==> src/rtl/stm_pkg.sv <==
// ----------------------------------------------------------------------------
// stm_pkg
// Command codes, status codes, state encoding and fixed ids for the
// synchronisation point table.
// ----------------------------------------------------------------------------
`default_nettype none

package stm_pkg;

  localparam int unsigned OP_W     = 4;
  localparam int unsigned ID_PORT_W = 8;
  localparam int unsigned VAL_W    = 32;
  localparam int unsigned STATUS_W = 3;

  // entries held for the display blanking events after reset
  localparam int unsigned VBLANK_ID_A = 26;
  localparam int unsigned VBLANK_ID_B = 27;

  typedef enum logic [OP_W-1:0] {
    OP_RESERVE  = 4'd0,
    OP_ALLOCATE = 4'd1,
    OP_FREE     = 4'd2,
    OP_IS_ALLOC = 4'd3,
    OP_EXPIRED  = 4'd4,
    OP_ADD_MAX  = 4'd5,
    OP_READ_MIN = 4'd6,
    OP_LOAD_MIN = 4'd7,
    OP_FENCE    = 4'd8
  } op_t;

  typedef enum logic [STATUS_W-1:0] {
    ST_OK           = 3'd0,
    ST_BUSY         = 3'd1,
    ST_NOT_RESERVED = 3'd2,
    ST_FULL         = 3'd3,
    ST_RANGE        = 3'd4
  } status_t;

  typedef enum logic {
    S_IDLE = 1'b0,
    S_EXEC = 1'b1
  } state_t;

endpackage

`default_nettype wire

==> src/rtl/stm_free_finder.sv <==
// ----------------------------------------------------------------------------
// stm_free_finder
// Two-stage lowest-free-entry search: per-group summaries are registered,
// then the first group with a free entry is picked.
// ----------------------------------------------------------------------------
`default_nettype none

module stm_free_finder #(
  parameter int unsigned ENTRY_COUNT = 192
) (
  input  wire logic                           clk,
  input  wire logic                           capture,
  input  wire logic [ENTRY_COUNT-1:0]         free_map,
  output logic                                found,
  output logic [$clog2(ENTRY_COUNT)-1:0]      found_id
);
  import stm_pkg::*;

  localparam int unsigned ID_W   = $clog2(ENTRY_COUNT);
  localparam int unsigned GRP_SZ = 16;
  localparam int unsigned LOW_W  = 4;
  localparam int unsigned NGRP   = (ENTRY_COUNT + GRP_SZ - 1) / GRP_SZ;
  localparam int unsigned GRP_W  = (NGRP > 1) ? $clog2(NGRP) : 1;
  localparam int unsigned PAD_N  = NGRP * GRP_SZ;

  logic [PAD_N-1:0]     free_pad;
  logic [NGRP-1:0]      grp_any_next;
  logic [LOW_W-1:0]     grp_low_next [NGRP];
  logic [NGRP-1:0]      grp_any;
  logic [LOW_W-1:0]     grp_low [NGRP];
  logic [GRP_W-1:0]     sel_grp;

  assign free_pad = PAD_N'(free_map);

  // stage one: per group, any free and lowest free position
  always_comb begin
    for (int g = 0; g < NGRP; g++) begin
      grp_any_next[g] = |free_pad[g*GRP_SZ +: GRP_SZ];
      grp_low_next[g] = '0;
      for (int j = GRP_SZ - 1; j >= 0; j--) begin
        if (free_pad[g*GRP_SZ + j]) begin
          grp_low_next[g] = LOW_W'(j);
        end
      end
    end
  end

  always_ff @(posedge clk) begin
    if (capture) begin
      grp_any <= grp_any_next;
      for (int g = 0; g < NGRP; g++) begin
        grp_low[g] <= grp_low_next[g];
      end
    end
  end

  // stage two: first group that has room
  always_comb begin
    sel_grp = '0;
    for (int g = NGRP - 1; g >= 0; g--) begin
      if (grp_any[g]) begin
        sel_grp = GRP_W'(g);
      end
    end
  end

  assign found    = |grp_any;
  assign found_id = ID_W'({sel_grp, grp_low[sel_grp]});

endmodule

`default_nettype wire

==> config.mk <==
export PLATFORM = sky130hd
export DESIGN_NAME = stm_free_finder
export DESIGN_NICKNAME = d
export VERILOG_FILES = /design/src/rtl/stm_pkg.sv /design/src/rtl/stm_free_finder.sv
export SDC_FILE = /design/constraint.sdc
export NUM_CORES = 1
export LEC_CHECK = 0
export BUFFER_PORTS_ARGS = -buffer_cell sky130_fd_sc_hd__clkbuf_2
export CAP_MARGIN = 25
export CORE_ASPECT_RATIO = 1.4
export CORE_MARGIN = 2
export CORE_UTILIZATION = 48
export DETAILED_ROUTE_END_ITERATION = 8
export PLACE_DENSITY = 0.87
export RECOVER_POWER = 25
export SYNTH_ARGS = -nofsm -noshare
export SYNTH_HDL_FRONTEND = slang
export SYNTH_SLANG_ARGS = --single-unit
==> constraint.sdc <==
create_clock -name clk -period 2.3 [get_ports clk]
set_input_delay 0.345 -clock clk [delete_from_list [all_inputs] [get_ports clk]]
set_output_delay 0.345 -clock clk [all_outputs]
set_load 0.03 [all_outputs]
# Word-level counts from Yosys, hierarchy flattened
# Memory sizes are Yosys's and may differ from the RTL's.
# Index checks and enable logic that the tools add are counted.
[word_totals] wordCells=221 inputBits=194 ram_bits=48 ff_bits=12 out_inout_bits=9 n_memories=1
[classes] n_reduce_logical=13 muxes=206
[mem_list] memory="grp_low" words=12 width=4 rd=1 rd_clocked_by_memory_dff=0 wr=12 line_no="stm_free_finder.sv:30" rtl="logic [LOW_W-1:0] grp_low [NGRP];"
[ops] op="4-bit two-way mux" count=204
[ops] op="16-bit OR reduction" count=12
[ops] op="12-bit OR reduction" count=1
[ops] op="1-bit two-way mux" count=2

# Depth between registers and ports, before layout
# Gate-level depths: netlist (run 1).
[depth] ltp_word=16 ltp_mapped=8 ltp_nobuf=7

# Least setup slack after synthesis (run 1)
# OpenSTA, ideal clock, no wires.
[synth_timing] path_type="register to output" from="register grp_any[10]" to="output port found_id[0]" path_buffers=1 path_stages_with_launch=7 arrival_ns=2.159 required_ns=1.955 slack_ns=-0.204 path_cell_list="edfxtp_1 nand2b_1 a221o_1 a211oi_4 buf_2 a211oi_1 o211ai_1"
[synth_via] elab_chain_len=12
[synth_rtl] item="start: declaration" line_no="stm_free_finder.sv:29" rtl="logic [NGRP-1:0] grp_any;"
[synth_rtl] item="start signal: assignment" line_no="stm_free_finder.sv:50" rtl="grp_any <= grp_any_next;"
[synth_rtl] item="4-bit two-way mux (11 in series)" line_no="stm_free_finder.sv:61" rtl="if (grp_any[g]) begin"
[synth_rtl] item="named net found_id[4]" line_no="stm_free_finder.sv:15" rtl="output logic [$clog2(ENTRY_COUNT)-1:0] found_id"
[synth_rtl] item="memory 12 x 4 bit"
[synth_rtl] item="end: declaration" line_no="stm_free_finder.sv:15"
# The timed path passes the listed nets, and every way through them passes these cells.

# Final worst setup path (run 1)
[layout_timing] from="register grp_any[11]" to="output port found_id[2]"
[layout_via] elab_chain_len=13
[layout_rtl] item="4-bit two-way mux (12 in series)" line_no="stm_free_finder.sv:61"
[layout_rtl] item="memory 12 x 4 bit"
# Every way passes these cells.

==> qor.yml, run 1 <==
status:
  status: "finished with violations"
  violations: "negative setup slack"
yosys:
  syn-cell-area_mm2: 0.00439
  synth_nets: 722
  synthArstFlopShare_pct: 0
  yosysWarningCount: 0
  syn_avg_cell_area_um2: 8.32
  synth-seq-area-share_pct: 41.0
  netlist_top_cells_area: "edfxtp_1 41%, nor2_1 7.3%, nor3_1 5.4%"
  synth_edf_count: 60
  synth-main-ff-cell: "edfxtp_1"
  yosys.area.top_type_share_pct: 41.0
  ys_ff_latch: 60
  yosysMostFrequentCell: "nor2_1"
  synthDistinctLibCells: 42
  synthTopCellsByCount: "86 x nor2_1, 60 x edfxtp_1, 47 x nor3_1, 46 x inv_1, 43 x nand2_1"
  yosys.area.top_type: "edfxtp_1"
  synthCells: 528
finish:
  post-route-util_pct: 69.5
  finalNonFillerCells: 887
  diodes: 0
  syn_to_final_growth_pct: 42.0
  fill_cells: 724
  fin_nets: 969
  drive_above_1_share_pct: 35.6
worst_hold_path:
  hold_path_class: "input pin to flop"
sta:
  hold_violations: 0
  final-setup-viol-count: 5
  min_period_ns: 2.78
  rsz0062_at_grt: "yes"
  worst_slew_pin_slew_ns: 1.46
  period_share_pct: 121
  finalMaxSlewViolations: 0
  timing.final.ws_setup_ns: -0.477
  fmax_mhz: 360
  relSlewSlack_pct: 2.71
power_and_ir_drop:
  irDropWorstVdd_uv: 448
  p_per_area_mw_per_mm2: 511
  total_power_mw: 3.19
  power_leakage_nw: 2.67
global_routing:
  grt_max_degree: 61
  grt_usage_pct: 24.7
  grt_overflow_total: 0
  grt_pass1_wl_um: 19700
  antenna_found_initial: 0
  grt_pass1_vias: 4614
placed_design:
  port_buffers: 202
  pre_cts_slack_ns: -0.192
  dp.cells: 862
  dp_hpwl_um: 10500
  globalplace.congestion: 0.895
drt:
  drc: 0
  avgViaCountPerCell: 5.66
  ant_nets: 0
  drt_wl_total_um: 12800
  first_pass_iters: 4
  vias: 5020
  wl_per_cell_um: 14.5
  drt_iter0_markers: 212
floorplanning:
  ioPinCount: 203
  coreArea_mm2: 0.00898
  std_cell_rows: 41
  initial_core_util_pct: 48.9
  die_area_mm2: 0.00995
  die_w_um: 84.9
  die_y_um: 117
clock_network:
  cts_tree: "built"
  cts_buffer_depth: 2
  cts_buffers: 9
  h-tree-depth: 3
  cts-root-buf: "clkbuf_16"
  cts_hold_buffers: 0
  clkSlewWorstSetupHoldPaths_ns: 0.05
  cts_sinks: 60
critical_path:
  critPathTopFamily: "simple AND/OR/NAND/NOR gates"
  path_max_fanout: 3
  crit_type: "flop to output pin"
  crit_required_ns: 1.96
  arrival_ns: 2.43
  critPathCaptureType: "output pin"
  critical_path_buf_inv_count: 2
  startpoint_type: "flop"
  slowest_stage: "or4_4"
  path_cells: "or4_4 > nor4_4 > buf_4 > nor2_1 > a21oi_1 > o221ai_2 > nand4_1 > buf_6"
  cp_slowest_stage_delay_ns: 0.57
run:
  drv_cap: 0
[routing by layer]
layer,vias up,share of wire (%),global-route usage [%]
li1,2523,-,-
met3,25,4.9,3.86
met5,-,0,0
met4,0,2.5,10.3
met1,2303,38,26.5
met2,169,55,48.0
[layout make-up]
type | count | area (um^2) | area share [%]
Clock buffer | 13 | 240 | 3.85
Clock inverter | 3 | 13.8 | 0.221
Inverter | 48 | 185 | 2.97
Multi-Input combinational cell | 416 | 2510 | 40.2
Sequential cell | 60 | 1800 | 28.9
Tap cell | 107 | 134 | 2.15
Timing Repair Buffer | 239 | 1350 | 21.7
Timing Repair inverter | 1 | 5.00 | 0.0802
[repair_timing]
item / CTS / global route
gates cloned: 0 / 1
pin swaps: 3 / 13
resized for setup: 9 / 39
buffers inserted: 1 / 7
setup endpoints to repair: 5 / 8
hold endpoints to repair: 0 / 0
[state kept, by name, summed over array words and instances (netlist names)]
register / cells
grp_low: 48
grp_any: 12
[final timing paths]
| kind | from | endpoint | cells after the start |
|---|---|---|---|
| min | free_map[65] | grp_low[4][0]$_SDFFCE_PP0P_ | 2 |
| max | grp_any[11]$_DFFE_PP_ | found_id[2] | 8 |
[power by group]
| part | switching, mW | internal (mW) | total [mW] |
|---|---|---|---|
| clock | 0.422 | 0.719 | 1.14 |
| sequential | 0.0408 | 1.29 | 1.33 |
| combinational | 0.376 | 0.336 | 0.712 |
[logic make-up (layout without fill, tap and decap cells)]
kind of cell / Yosys count / in the layout / synth area share [%]
AND/OR/NAND/NOR: 260 / 260 / 28.1
buffers and inverters: 52 / 304 / 4.56
AO/OA/AOI/OAI: 142 / 142 / 23.0
multiplexers: 14 / 14 / 3.30
flip-flops: 60 / 60 / 41.0
[placed cells by master, fill, tap and decap left out, types with 6 or more instances in the layout]
master       n
clkbuf_2   196
nor2_1      85
edfxtp_1    60
inv_1       46
nor3_1      44
nand2_1     42
a21oi_1     37
buf_4       35
nor4_1      25
nand3_1     25
o31ai_1     19
o21bai_1    12
nor3b_1     12
a211oi_1    12
a21boi_0    12
mux2i_1     10
clkbuf_16    9
a221o_1      8
o21ai_0      8
nor2b_1      6
buf_6        6
[per-stage QoR]
stage / setup TNS [ns] / area (um^2) / hold slack (ns)
after floorplan: -0.326 / 4410 / 0.457
after global placement: -0.762 / 5770 / 0.667
after detailed placement: -0.551 / 5770 / 0.671
after CTS: -1.71 / 6060 / 0.335
after global routing: -2.47 / 6240 / 0.346
final: -1.99 / 6240 / 0.341
Note: power is estimated with default switching activity, not from simulation.
==> inputs of run 2 (changes only) <==
- ABC_AREA: default -> 1
- CORE_UTILIZATION: 48 -> 49
==> qor.yml, run 2 <==
yosys:
  yosysWarningCount: 0  # unchanged
  synth_nets: 878  # +22%
  yosys.area.top_type: "edfxtp_1"
  ys_ff_latch: 60  # unchanged
  yosys.area.top_type_share_pct: 38.7  # -2.3 points
  syn_avg_cell_area_um2: 6.80  # -18%
  synth-seq-area-share_pct: 38.7  # -2.3 points
  synthTopCellsByCount: "173 x inv_1, 91 x nor2_1, 88 x nand3_1, 73 x nand2_1, 69 x a21oi_1"
  synthDistinctLibCells: 23  # -45%
  synthArstFlopShare_pct: 0  # unchanged
  yosysMostFrequentCell: "inv_1"
  netlist_top_cells_area: "edfxtp_1 39%, inv_1 14%, nand3_1 9.5%"
  syn-cell-area_mm2: 0.00465  # +5.9%
  synth_edf_count: 60  # unchanged
  synth-main-ff-cell: "edfxtp_1"
  synthCells: 684  # +30%
drt:
  wl_per_cell_um: 11.9  # -17%
  avgViaCountPerCell: 5.20  # -8.1%
  drt_iter0_markers: 386  # +82%
  ant_nets: 0  # unchanged
  drc: 1  # +1
  drt_wl_total_um: 12100  # -5.5%
  vias: 5279  # +5.2%
  first_pass_iters: 8  # +4
critical_path:
  crit_path_start: "grp_any[10]$_DFFE_PP_"
  startpoint_type: "flop"
  arrival_ns: 2.21  # -0.22 ns
  crit_required_ns: 1.96  # about the same
  critical_path.endpoint: "found_id[0]"
  critPathCaptureType: "output pin"
  crit_type: "flop to output pin"
  path_max_fanout: 8  # +5
sta:
  finalMaxSlewViolations: 0  # unchanged
  period_share_pct: 111  # -9.5 points
  timing.final.ws_setup_ns: -0.259  # +0.218 ns
  min_period_ns: 2.56  # -0.218 ns
  final-setup-viol-count: 4  # -1
  relSlewSlack_pct: 3.51  # +0.80 points
  worst_slew_pin_slew_ns: 1.45  # -0.0120 ns
  hold_violations: 0  # unchanged
  rsz0062_at_grt: "yes"
  fmax_mhz: 391  # +8.5%
  timing.hold.ws_ns: 0.296  # -0.0444 ns
floorplanning:
  die_area_mm2: 0.0103  # +3.6%
  ioPinCount: 203  # unchanged
  std_cell_rows: 42  # +2.4%
  die_y_um: 119  # +1.8%
  die_w_um: 86.4  # +1.8%
  coreArea_mm2: 0.00935  # +4.2%
  initial_core_util_pct: 49.7  # +0.80 points
clock_network:
  cts_tree: "built"
  cts_buffers: 9  # unchanged
  cts_sinks: 60  # unchanged
  cts_hold_buffers: 0  # unchanged
  cts_buffer_depth: 2  # unchanged
  clkSlewWorstSetupHoldPaths_ns: 0.05  # about the same
  h-tree-depth: 3  # unchanged
  cts-root-buf: "clkbuf_16"
finish:
  layout_commonest_cell: "clkbuf_2"
  reg_top3: "grp_low x48, grp_any x12"
  largest_reg_flops: 48  # unchanged
  fin_nets: 1094  # +13%
  finalNonFillerCells: 1015  # +14%
  diodes: 0  # unchanged
  stdcell_area_mm2: 0.00622  # -0.32%
  drive_above_1_share_pct: 28.6  # -7.0 points
  final_cell_mix: "197 x clkbuf_2, 171 x inv_1, 91 x nor2_1"
  regMostFlops: "grp_low"
  syn_to_final_growth_pct: 33.7
placed_design:
  port_buffers: 202  # unchanged
  dp_hpwl_um: 9420  # -10%
  globalplace.congestion: 0.925  # +3.3%
  dp.cells: 997  # +16%
  pre_cts_slack_ns: 0.169  # +0.361 ns
  placed_area_mm2: 0.00582  # +0.85%
global_routing:
  antenna_found_initial: 0  # unchanged
  grt_max_degree: 61  # unchanged
  grt_pass1_wl_um: 18700  # -4.9%
  grt_usage_pct: 22.4  # -2.4 points
  grt_pass1_vias: 4796  # +3.9%
  grt_overflow_total: 0  # unchanged
power_and_ir_drop:
  internal-power_mw: 2.31  # -1.5%
  switchingPower_mw: 0.888  # +5.9%
  power_frac_seq_pct: 41.0  # -0.8 points
  irDropWorstVdd_uv: 393  # -12%
  power.share.clock_pct: 37.4  # +1.6 points
  share_comb_of_total_power_pct: 21.7  # -0.6 points
  power_leakage_nw: 3.17  # +19%
  p_sw_share_pct: 27.7  # +1.4 points
  p_per_area_mw_per_mm2: 514  # +0.74%
worst_hold_path:
  hold_path_class: "input pin to flop"
status:
  violations: "design-rule violations, negative setup slack"
  status: "finished with violations"
run:
  drv_cap: 0  # unchanged
[run 2: changes by cell type after synthesis, moves of 13 or more]
cell,previous run,this run
inv_1,46,173
nand3_1,25,88
a21oi_1,39,69
nand2_1,43,73
o21ai_0,8,33
o31ai_1,19,1
nor4_1,27,12
a211oi_1,13,0
[run 2: kinds of logic after synthesis]
family | count (synthesis) | share of synthesized area (%)
compound gates | 121 | 14.7
buf+inv | 182 | 15.3
flops | 60 | 38.7
simple gates | 321 | 31.3
[run 2: cell type report]
class | instances | area (um^2)
sequential | 60 | 1800
fill | 791 | 3130
multi-input combinational | 443 | 2210
clock inverter | 6 | 40.0
timing repair buffer | 210 | 1140
inverter | 176 | 663
clock buffer | 10 | 229
tap | 110 | 138
[run 2: power groups by stage]
stage | Clock, mW | Combinational [mW] | Sequential, mW
global route | 1.27 | 0.776 | 1.32
floorplan | 0 | 0.334 | 1.32
CTS | 1.21 | 0.655 | 1.31
finish | 1.20 | 0.694 | 1.31
detailed placement | 0 | 0.632 | 1.33
global placement | 0 | 0.619 | 1.33
[run 2: worst min-delay path by stage]
| stage | from | to | depth (start not counted) |
|---|---|---|---|
| global route | free_map[32] | grp_low[2][0]$_SDFFCE_PP0P_ | 2 |
| finish | free_map[96] | grp_low[6][0]$_SDFFCE_PP0P_ | 2 |
| global placement | free_map[96] | grp_low[6][0]$_SDFFCE_PP0P_ | 2 |
| floorplan | capture | grp_any[0]$_DFFE_PP_ | 0 |
| CTS | free_map[96] | grp_low[6][0]$_SDFFCE_PP0P_ | 2 |
| detailed placement | free_map[96] | grp_low[6][0]$_SDFFCE_PP0P_ | 2 |
[run 2: metal layers]
metal  wire [um]  up-vias  GRT usage, %
met5           0        -             0
met4         367        0          9.96
met3         736       40          2.56
met2        6520      224          42.3
met1        4500     2318          24.2
li1            -     2697             -
[run 2: worst max-delay path, stage by stage (launching register included)]
cell and delay, ns:
edfxtp_1 0.39, inv_1 0.07, nand2_1 0.04, nand2_1 0.05
nand2_1 0.04, nand2_1 0.05, nand2_1 0.05, nand2_1 0.05
nand2_1 0.04, nand2_1 0.06, nand2_2 0.06, nand2_4 0.16
clkbuf_16 0.18, nand3b_1 0.10, nand3_1 0.13, nand3_1 0.07
nand3_1 0.12, nand2_2 0.08, buf_8 0.14
[run 2: what timing repair did]
action	CTS	global route
endpoints found under the hold margin	0	0
gates resized for setup	11	24
buffers inserted	0	0
cloned	0	2
pin swaps	1	11
setup endpoints to repair	4	6
[run 2: metrics by stage]
stage | power, mW | util (%) | TNS (ns)
6_report | 3.20 | 66.5 | -0.853
5_1_grt | 3.36 | 66.5 | -1.76
4_1_cts | 3.17 | 65.6 | -0.480
3_5_place_dp | 1.96 | 62.2 | 0
3_3_place_gp | 1.95 | 62.2 | 0
2_1_floorplan | 1.65 | - | 0
